**config.mk**
```make
export PLATFORM = sky130hd
export DESIGN_NAME = hnm_ctrl
export DESIGN_NICKNAME = d
export VERILOG_FILES = /design/src/sv/assert_macros.svh /design/src/sv/hnm_pkg.sv /design/src/sv/hnm_ctrl.sv
export SDC_FILE = /design/constraint.sdc
export NUM_CORES = 1
export LEC_CHECK = 0
export BUFFER_PORTS_ARGS = -buffer_cell sky130_fd_sc_hd__buf_2
export CORE_UTILIZATION = 45
export DETAILED_ROUTE_END_ITERATION = 8
export PLACE_DENSITY_LB_ADDON = 0.12
export SLEW_MARGIN = 20
export SYNTH_ARGS = -nofsm -noshare
export SYNTH_HDL_FRONTEND = slang
export SYNTH_SLANG_ARGS = --single-unit
```
**constraint.sdc**
```tcl
create_clock -name clock -period 2 [get_ports clock]
set_input_delay 0.4 -clock clock [delete_from_list [all_inputs] [get_ports clock]]
set_output_delay 0.4 -clock clock [all_outputs]
set_load 0.05 [all_outputs]
```
**src/sv/assert_macros.svh**
```systemverilog
// ----------------------------------------------------------------------------
// Assertion macros
// Concurrent assertion wrappers that reduce to nothing in synthesis.
// ----------------------------------------------------------------------------
`ifndef ASSERT_MACROS_SVH
`define ASSERT_MACROS_SVH
`ifndef SYNTHESIS
`define ASSERT_SAME(lbl, clk, rst, ante, cons) \
   lbl: assert property (@(posedge clk) disable iff (rst) (ante) |-> (cons)) \
      else $error("same-cycle assertion failed");
`define ASSERT_NEXT(lbl, clk, rst, ante, cons) \
   lbl: assert property (@(posedge clk) disable iff (rst) (ante) |=> (cons)) \
      else $error("next-cycle assertion failed");
`else
`define ASSERT_SAME(lbl, clk, rst, ante, cons)
`define ASSERT_NEXT(lbl, clk, rst, ante, cons)
`endif
`endif

```
**src/sv/hnm_pkg.sv**
```systemverilog
// ----------------------------------------------------------------------------
// hnm_pkg
// Shared types and constants of the height to normal map block.
// ----------------------------------------------------------------------------
`default_nettype none

package hnm_pkg;

   localparam int CSR_IDX_W  = 3;
   localparam int CSR_DATA_W = 16;

   localparam logic [CSR_IDX_W-1:0] REG_IMAGE_WIDTH  = 3'd0;
   localparam logic [CSR_IDX_W-1:0] REG_IMAGE_HEIGHT = 3'd1;
   localparam logic [CSR_IDX_W-1:0] REG_INTENSITY    = 3'd2;
   localparam logic [CSR_IDX_W-1:0] REG_STRENGTH     = 3'd3;
   localparam logic [CSR_IDX_W-1:0] REG_TEXEL_STEP   = 3'd4;
   localparam logic [CSR_IDX_W-1:0] REG_PLANE_X      = 3'd5;
   localparam logic [CSR_IDX_W-1:0] REG_PLANE_Y      = 3'd6;
   localparam logic [CSR_IDX_W-1:0] REG_MASK_ENABLE  = 3'd7;

   localparam logic CMD_LOAD    = 1'b0;
   localparam logic CMD_COMPUTE = 1'b1;

   localparam int NUM_W = 55;
   localparam int DEN_W = 32;

   typedef struct packed {
      logic       capture;
      logic       write_store;
      logic       setup;
      logic       row;
      logic [1:0] sample;
      logic       read_en;
      logic [1:0] tap;
      logic       acc_en;
      logic       mul1;
      logic       mul2;
      logic       axis;
      logic       slope_m1;
      logic       slope_m2;
      logic       slope_start;
      logic       slope_save;
      logic       sq1;
      logic       sq2;
      logic       sqrt_step;
      logic [1:0] chan;
      logic       enc_start;
      logic       enc_save;
      logic       out_load;
   } hnm_cmd_type;

   typedef struct packed {
      logic div_done;
      logic out_free;
   } hnm_status_type;

endpackage

`default_nettype wire

```
**src/sv/hnm_ctrl.sv**
```systemverilog
// ----------------------------------------------------------------------------
// hnm_ctrl
// Sequencer that steps the datapath through loads and normal computations.
// ----------------------------------------------------------------------------
`default_nettype none

module hnm_ctrl (
   input  wire logic                    clock,
   input  wire logic                    reset,
   input  wire logic                    req_valid,
   input  wire logic                    req_command,
   output logic                         req_stall,
   input  wire hnm_pkg::hnm_status_type status,
   output hnm_pkg::hnm_cmd_type         cmd
);
   import hnm_pkg::*;

   localparam logic [4:0] S_IDLE  = 5'd0;
   localparam logic [4:0] S_LOAD  = 5'd1;
   localparam logic [4:0] S_POS   = 5'd2;
   localparam logic [4:0] S_ROW   = 5'd3;
   localparam logic [4:0] S_RD    = 5'd4;
   localparam logic [4:0] S_RDL   = 5'd5;
   localparam logic [4:0] S_MUL1  = 5'd6;
   localparam logic [4:0] S_MUL2  = 5'd7;
   localparam logic [4:0] S_SM1   = 5'd8;
   localparam logic [4:0] S_SM2   = 5'd9;
   localparam logic [4:0] S_SDIV  = 5'd10;
   localparam logic [4:0] S_SWAIT = 5'd11;
   localparam logic [4:0] S_SQ1   = 5'd12;
   localparam logic [4:0] S_SQ2   = 5'd13;
   localparam logic [4:0] S_SQRT  = 5'd14;
   localparam logic [4:0] S_EST   = 5'd15;
   localparam logic [4:0] S_EWAIT = 5'd16;
   localparam logic [4:0] S_DONE  = 5'd17;

   logic [4:0] state_ff, state_in;
   logic [1:0] sample_ff, sample_in;
   logic [1:0] tap_ff, tap_in;
   logic       axis_ff, axis_in;
   logic [4:0] step_ff, step_in;
   logic [1:0] chan_ff, chan_in;

   always_comb begin
      state_in   = state_ff;
      sample_in  = sample_ff;
      tap_in     = tap_ff;
      axis_in    = axis_ff;
      step_in    = step_ff;
      chan_in    = chan_ff;
      cmd        = '0;
      cmd.sample = sample_ff;
      cmd.tap    = tap_ff;
      cmd.axis   = axis_ff;
      cmd.chan   = chan_ff;
      case (state_ff)
         S_IDLE: begin
            if (req_valid) begin
               cmd.capture = 1'b1;
               sample_in   = '0;
               state_in    = (req_command == CMD_COMPUTE) ? S_POS : S_LOAD;
            end
         end
         S_LOAD: begin
            cmd.write_store = 1'b1;
            state_in        = S_IDLE;
         end
         S_POS: begin
            cmd.setup = 1'b1;
            state_in  = S_ROW;
         end
         S_ROW: begin
            cmd.row  = 1'b1;
            tap_in   = '0;
            state_in = S_RD;
         end
         S_RD: begin
            cmd.read_en = 1'b1;
            cmd.acc_en  = (tap_ff != 2'd0);
            tap_in      = tap_ff + 1'b1;
            if (tap_ff == 2'd3) begin
               state_in = S_RDL;
            end
         end
         S_RDL: begin
            cmd.acc_en = 1'b1;
            state_in   = S_MUL1;
         end
         S_MUL1: begin
            cmd.mul1 = 1'b1;
            state_in = S_MUL2;
         end
         S_MUL2: begin
            cmd.mul2  = 1'b1;
            sample_in = sample_ff + 1'b1;
            if (sample_ff == 2'd3) begin
               axis_in  = 1'b0;
               state_in = S_SM1;
            end else begin
               state_in = S_POS;
            end
         end
         S_SM1: begin
            cmd.slope_m1 = 1'b1;
            state_in     = S_SM2;
         end
         S_SM2: begin
            cmd.slope_m2 = 1'b1;
            state_in     = S_SDIV;
         end
         S_SDIV: begin
            cmd.slope_start = 1'b1;
            state_in        = S_SWAIT;
         end
         S_SWAIT: begin
            if (status.div_done) begin
               cmd.slope_save = 1'b1;
               axis_in        = 1'b1;
               state_in       = axis_ff ? S_SQ1 : S_SM1;
            end
         end
         S_SQ1: begin
            cmd.sq1  = 1'b1;
            state_in = S_SQ2;
         end
         S_SQ2: begin
            cmd.sq2  = 1'b1;
            step_in  = '0;
            state_in = S_SQRT;
         end
         S_SQRT: begin
            cmd.sqrt_step = 1'b1;
            step_in       = step_ff + 1'b1;
            if (step_ff == 5'd31) begin
               chan_in  = '0;
               state_in = S_EST;
            end
         end
         S_EST: begin
            cmd.enc_start = 1'b1;
            state_in      = S_EWAIT;
         end
         S_EWAIT: begin
            if (status.div_done) begin
               cmd.enc_save = 1'b1;
               chan_in      = chan_ff + 1'b1;
               state_in     = (chan_ff == 2'd2) ? S_DONE : S_EST;
            end
         end
         S_DONE: begin
            if (status.out_free) begin
               cmd.out_load = 1'b1;
               state_in     = S_IDLE;
            end
         end
         default: begin
            state_in = S_IDLE;
         end
      endcase
   end

   always_ff @(posedge clock) begin
      if (reset) begin
         state_ff  <= S_IDLE;
         sample_ff <= '0;
         tap_ff    <= '0;
         axis_ff   <= 1'b0;
         step_ff   <= '0;
         chan_ff   <= '0;
      end else begin
         state_ff  <= state_in;
         sample_ff <= sample_in;
         tap_ff    <= tap_in;
         axis_ff   <= axis_in;
         step_ff   <= step_in;
         chan_ff   <= chan_in;
      end
   end

   assign req_stall = (state_ff != S_IDLE);

endmodule

`default_nettype wire

```
==> metrics, run 1 <==
Final HPWL DP ~2700 um; DR WL/cell approximately 15 um; Worst Tran Pin Value 0.460 ns; ys flop type dfxtp_1; Post-Syn Area per Cell approximately 7.7 um^2; synthesis-to-layout area growth 37.8%; pwr dens 410 mW/mm^2; share of the synthesized area in the top cell type 0.266; slowest stage cell, crit path dfxtp_4; CP endpoint kind primary output; Pre-antenna DRT Iters 4; Total Power 0.000722 W; CP arrival 1.55 ns; reg2reg path depth 6; Critical R2R Launch state_ff[3]; initial antenna violation count 0; synthesized area 0.00128 mm^2; Reg clk slew, reported paths 0.10 ns; Residual DRC 0; CP Data Required Time 1.60 ns; TritonCTS Buffers 3; max-cap viol count 0; placed insts 228; width of the die 55.3 um; Routed Antenna Nets 0; Die Y 55.3 um; crit-path leading delay family simple AND/OR/NAND/NOR gates; Synthesis Warnings 0; CTS Buffer Depth 2; largest net degree at the start of global routing 21; Post-Route WL 3630 um; Setup TNS 0 ns; Reg2Reg Setup Slack ~0.22 ns; crit path launch state_ff[4]; Seq/Total Area, Yosys 0.266; fill count 230; Final nets 219; core footprint 0.00259 mm^2; ranking of synthesized cells by area dfxtp_1 27%, ha_1 5.9%, nor2_1 5.6%; Initial Utilization 0.494; synth unique cells 44; fin util 0.680; GPL Wtd Cong roughly 0.90; critical path depth in cells 5; startpoint class of the critical path register; DIE AREA 0.00306 mm^2; synth cell count leaders 19 x nor2_1, 17 x dfxtp_1, 11 x inv_1; status finished, final reports clean; Post-synth ARST share 0; crit share post-route 0.976; iteration-0 DRC count of the detailed router 53; crit path cell chain buf_6 > nand3b_1 > or3_4 > inv_2 > buf_8; Final Hold Viols 0; cell with the most instances after synthesis nor2_1; area occupied by multi-input gates 921 um^2; Root Driver clkbuf_4; crit path to cmd[8]; PortBufs 31; DR vias/cell approximately 5.9; register area 359 um^2; first-pass GRT wire length 5870 um; Total GRT Usage 0.237; r2r endpoint state_ff[0]; Vias between 1000 and 1500; Max stage delay on crit path 0.39 ns; count of final max-slew check failures 0; fmax a little over 500 MHz; later-pin clock latency in the skew report about 0.30 ns; vias in the first global route 1250; ANT cells 0; CTS tree done; grt total ovfl 0; Yosys reg bits 17; P_leak 0.785 nW; CP max FO 8; Rows 18; Buf/Inv on CP 3; layout cell share with drive strength beyond 1 0.422; Worst slew margin 0.690; Synth area leader dfxtp_1; Worst Skew 0.00181 ns; Peak VDD IR slightly below 0.4 mV; Gate Count Post-Synth 165; # IOs 32; worst hold path type register to register; net count after synthesis 177; CTS Sinks 17; critical path class register to primary output; number of flops mapped to enable cells by yosys 0; Final min period 1.95 ns; Final setup viols 0; Post-Layout Cell Count 236; CTS H-tree depth 1
==> routing by layer <==
layer  vias up  wire length, um  track usage
met4         0               53       0.0714
li1        682                -            -
met5         -                0            0
met3         7              202       0.0187
met1       653             1680        0.328
met2        53             1700        0.391
==> cell usage in the layout, fill, tap and decap left out, drive strengths merged, types with 4 or more instances in the layout <==
cell	netlist	routed
dfxtp	17	17
nand3	6	6
inv	11	11
clkbuf	6	7
nor2	20	20
buf	7	46
a21oi	10	10
or3	4	4
a22oi	4	4
nor3b	4	4
o21ai	8	8
nor3	8	8
nand3b	5	5
ha	6	6
nand2	7	7
nand2b	5	5
==> area by class of cell <==
cell class,count,share of cell area
tap,30,0.0213
clock inverter,1,0.00284
clock buffer,3,0.0128
sequential,17,0.204
multi-input combinational,124,0.523
timing repair buffer,50,0.213
inverter,11,0.0234
==> where the power goes <==
group	leakage (nW)	internal [W]	switching, W	total [W]
registers	0.142	0.000339	0.0000106	0.000350
logic	0.625	0.0000694	0.000112	0.000181
clock network	0.0177	0.0000745	0.000117	0.000191
==> logic make-up after synthesis <==
| family | share of synthesized area |
|---|---|
| compound gates | 0.250 |
| xor+xnor | 0.00685 |
| fa+ha+maj | 0.0587 |
| buf+inv | 0.0851 |
| flops | 0.266 |
| simple gates | 0.334 |
==> through the flow <==
| step | hold slack (ns) | worst slack, ns | cell area [um^2] |
|---|---|---|---|
| 4_1_cts | 0.499 | 0.000401 | 1650 |
| 5_1_grt | 0.517 | -0.00157 | 1760 |
| 3_3_place_gp | 0.475 | 0.165 | 1560 |
| 3_5_place_dp | 0.487 | 0.157 | 1560 |
| 2_1_floorplan | 0.443 | -0.151 | 1320 |
| 6_report | 0.499 | 0.0484 | 1760 |
==> what timing repair did <==
item,CTS,global route
resized for setup,25,28
endpoints found under the setup margin,16,15
hold buffers,0,0
pin swaps,0,4
buffers inserted,0,4
==> tightest hold or removal path: stages, from the launching register on <==
cell     delay, ns
dfxtp_1       0.34
nand3_1       0.07
a21oi_1       0.06
==> sequential cells by signal, indices dropped and copies added, names as in the netlist <==
| name | count |
|---|---|
| sample_ff | 2 |
| axis_ff | 1 |
| step_ff | 5 |
| tap_ff | 2 |
| state_ff | 5 |
| chan_ff | 2 |
==> worst min path at each step <==
stage                       from            to  slack, ns  cells after the start
floorplan             step_ff[3]    step_ff[3]       0.44                      1
finish              sample_ff[1]  sample_ff[1]       0.50                      2
CTS                        reset     tap_ff[1]       0.50                      2
detailed placement  sample_ff[1]  sample_ff[1]       0.49                      2
global placement      step_ff[3]    step_ff[3]       0.47                      1
global route               reset    step_ff[4]       0.52                      2
Note: power is estimated with default switching activity, not from simulation.
==> run 2: changes to the inputs <==
--- a/config.mk
+++ b/config.mk
@@ -8,7 +8,7 @@
 export BUFFER_PORTS_ARGS = -buffer_cell sky130_fd_sc_hd__buf_2
 export CORE_UTILIZATION = 45
 export DETAILED_ROUTE_END_ITERATION = 8
-export PLACE_DENSITY_LB_ADDON = 0.12
+export PLACE_DENSITY_LB_ADDON = 0.15
 export SLEW_MARGIN = 20
 export SYNTH_ARGS = -nofsm -noshare
 export SYNTH_HDL_FRONTEND = slang
==> metrics, run 2 (synthesis results as in run 1) <==
cell area after layout 0.00168 mm^2 (-4.8%); critical path depth in cells 4 (-1); vias in the first global route 1257 (+0.56%); slowest stage cell, crit path dfxtp_4; Final nets 214 (-2.3%); first-pass GRT wire length 5740 um (-2.2%); CP arrival 1.56 ns (about the same); Post-Route WL 3490 um (-4.0%); most frequent cells in the layout 21 x buf_2, 18 x buf_4, 15 x nor2_1; DIE AREA 0.00306 mm^2 (unchanged); Rows 18 (unchanged); DR vias/cell 5.99 (+1.4%); Top Registers state_ff: 5 flops, step_ff: 5 flops; CP max FO 7 (-1); clock power share 0.256 (-0.009); crit path launch state_ff[2]; critical path class register to primary output; fmax 509 MHz (-0.63%); CP endpoint kind primary output; later-pin clock latency in the skew report 0.29 ns (about the same); crit share post-route 0.982 (+0.00616); # hold bufs at CTS 0 (unchanged); Die Y 55.3 um (unchanged); Switching Share 0.320 (-0.0114); grt total ovfl 0 (unchanged); Pint 0.000483 W (about the same); Final Hold Viols 0 (unchanged); pwr dens 424 mW/mm^2 (+3.3%); PortBufs 31 (unchanged); largest net degree at the start of global routing 21 (unchanged); count of final max-slew check failures 0 (unchanged); Peak VDD IR 0.460 mV (+18%); CTS Buffer Depth 2 (unchanged); commonest non-fill, non-tap cell in the layout buf_2; Final HPWL DP 2740 um (+2.9%); Worst slew margin 0.636 (-0.0539); Pre-antenna DRT Iters 4 (unchanged); Reg clk slew, reported paths 0.10 ns (about the same); Max stage delay on crit path 0.39 ns (about the same); part of the power in combinational logic 0.249 (-0.002); crit-path leading delay family simple AND/OR/NAND/NOR gates; P_leak 0.757 nW (-3.5%); Initial Utilization 0.494 (unchanged); Worst Skew 0.00726 ns (+0.00545 ns); max-cap viol count 0 (unchanged); crit path to cmd[8]; reg2reg path depth 6 (unchanged); CTS Sinks 17 (unchanged); NetSw 0.000227 W (-5.1%); worst hold path type input pin to register; TritonCTS Buffers 3 (unchanged); CP Data Required Time 1.60 ns (about the same); startpoint class of the critical path register; Vias 1384 (-0.79%); fill count 245 (+6.5%); CTS H-tree depth 1 (unchanged); Worst Tran Pin Value 0.540 ns (+0.0799 ns); synthesis-to-layout area growth 31.1%; Total Power 0.000710 W (-1.7%); sequential share of power 0.495 (+0.011); initial antenna violation count 0 (unchanged); Routed Antenna Nets 0 (unchanged); Reg2Reg Setup Slack 0.22 ns (about the same); Residual DRC 0 (unchanged); r2r endpoint state_ff[1]; GPL Wtd Cong 0.937 (+3.7%); core footprint 0.00259 mm^2 (unchanged); Critical R2R Launch step_ff[0]; cell area after placement 0.00154 mm^2 (-0.97%); Total GRT Usage 0.230 (-0.00697); crit path cell chain nand2b_1 > or3_1 > inv_1 > buf_2; Final min period 1.96 ns (+0.0123 ns); ANT cells 0 (unchanged); status finished, final reports clean; DR WL/cell 15.1 um (-2.0%); iteration-0 DRC count of the detailed router 61 (+15%); Buf/Inv on CP 2 (-1); layout cell share with drive strength beyond 1 0.403 (-0.0193); # IOs 32 (unchanged); Final setup viols 0 (unchanged); CTS tree done; width of the die 55.3 um (unchanged); Setup TNS 0 ns (unchanged); Root Driver clkbuf_4
[run 2: tightest hold or removal path, cell delays in order]
cell	delay, ns
buf_2	0.10
nand3_2	0.09
nand3_1	0.10
a21oi_1	0.05
[run 2: timing repair]
action | in CTS | in global routing
gates resized for setup | 21 | 18
setup buffers | 1 | 0
pin swaps | 0 | 2
endpoints found under the setup margin | 15 | 12
[run 2: worst min-delay path by stage]
stage               start            to  cells after the start
2_1_floorplan  step_ff[3]    step_ff[3]                      1
3_3_place_gp   step_ff[3]    step_ff[3]                      1
3_5_place_dp   step_ff[3]    step_ff[3]                      1
4_1_cts        step_ff[3]    step_ff[3]                      1
5_1_grt         req_valid  sample_ff[0]                      4
6_report        req_valid  sample_ff[0]                      4
[run 2: routing by layer]
layer	wire length, um	vias up	global-route usage
met5	0	-	0
met4	35	0	0.0857
met3	240	6	0.0258
met2	1610	68	0.365
met1	1600	639	0.319
li1	-	671	-
[run 2: cell type report]
cell class | count | area, um^2 | share of cell area
tap | 30 | 37.5 | 0.0224
multi-input combinational | 124 | 906 | 0.540
timing repair buffer | 45 | 308 | 0.184
clock buffer | 3 | 22.5 | 0.0134
clock inverter | 1 | 5.00 | 0.00299
inverter | 11 | 41.3 | 0.0246
sequential | 17 | 357 | 0.213
[run 2: power groups by stage]
| stage | registers (W) | clock network (W) | logic, W |
|---|---|---|---|
| final | 0.000352 | 0.000182 | 0.000177 |
| after global routing | 0.000353 | 0.000200 | 0.000188 |
| after CTS | 0.000354 | 0.000185 | 0.000168 |
| after detailed placement | 0.000359 | 0 | 0.000159 |
| after global placement | 0.000359 | 0 | 0.000159 |
| after floorplan | 0.000354 | 0 | 0.000123 |
[run 2: metrics by stage]
stage               setup WS (ns)  std cells  hold WS, ns   util
floorplan                  -0.151        165        0.443      -
global placement            0.184        226        0.466  0.595
detailed placement          0.190        226        0.486  0.595
CTS                       -0.0257        231        0.503  0.631
global route             -0.00714        231        0.523  0.647
finish                     0.0361        231        0.483  0.647
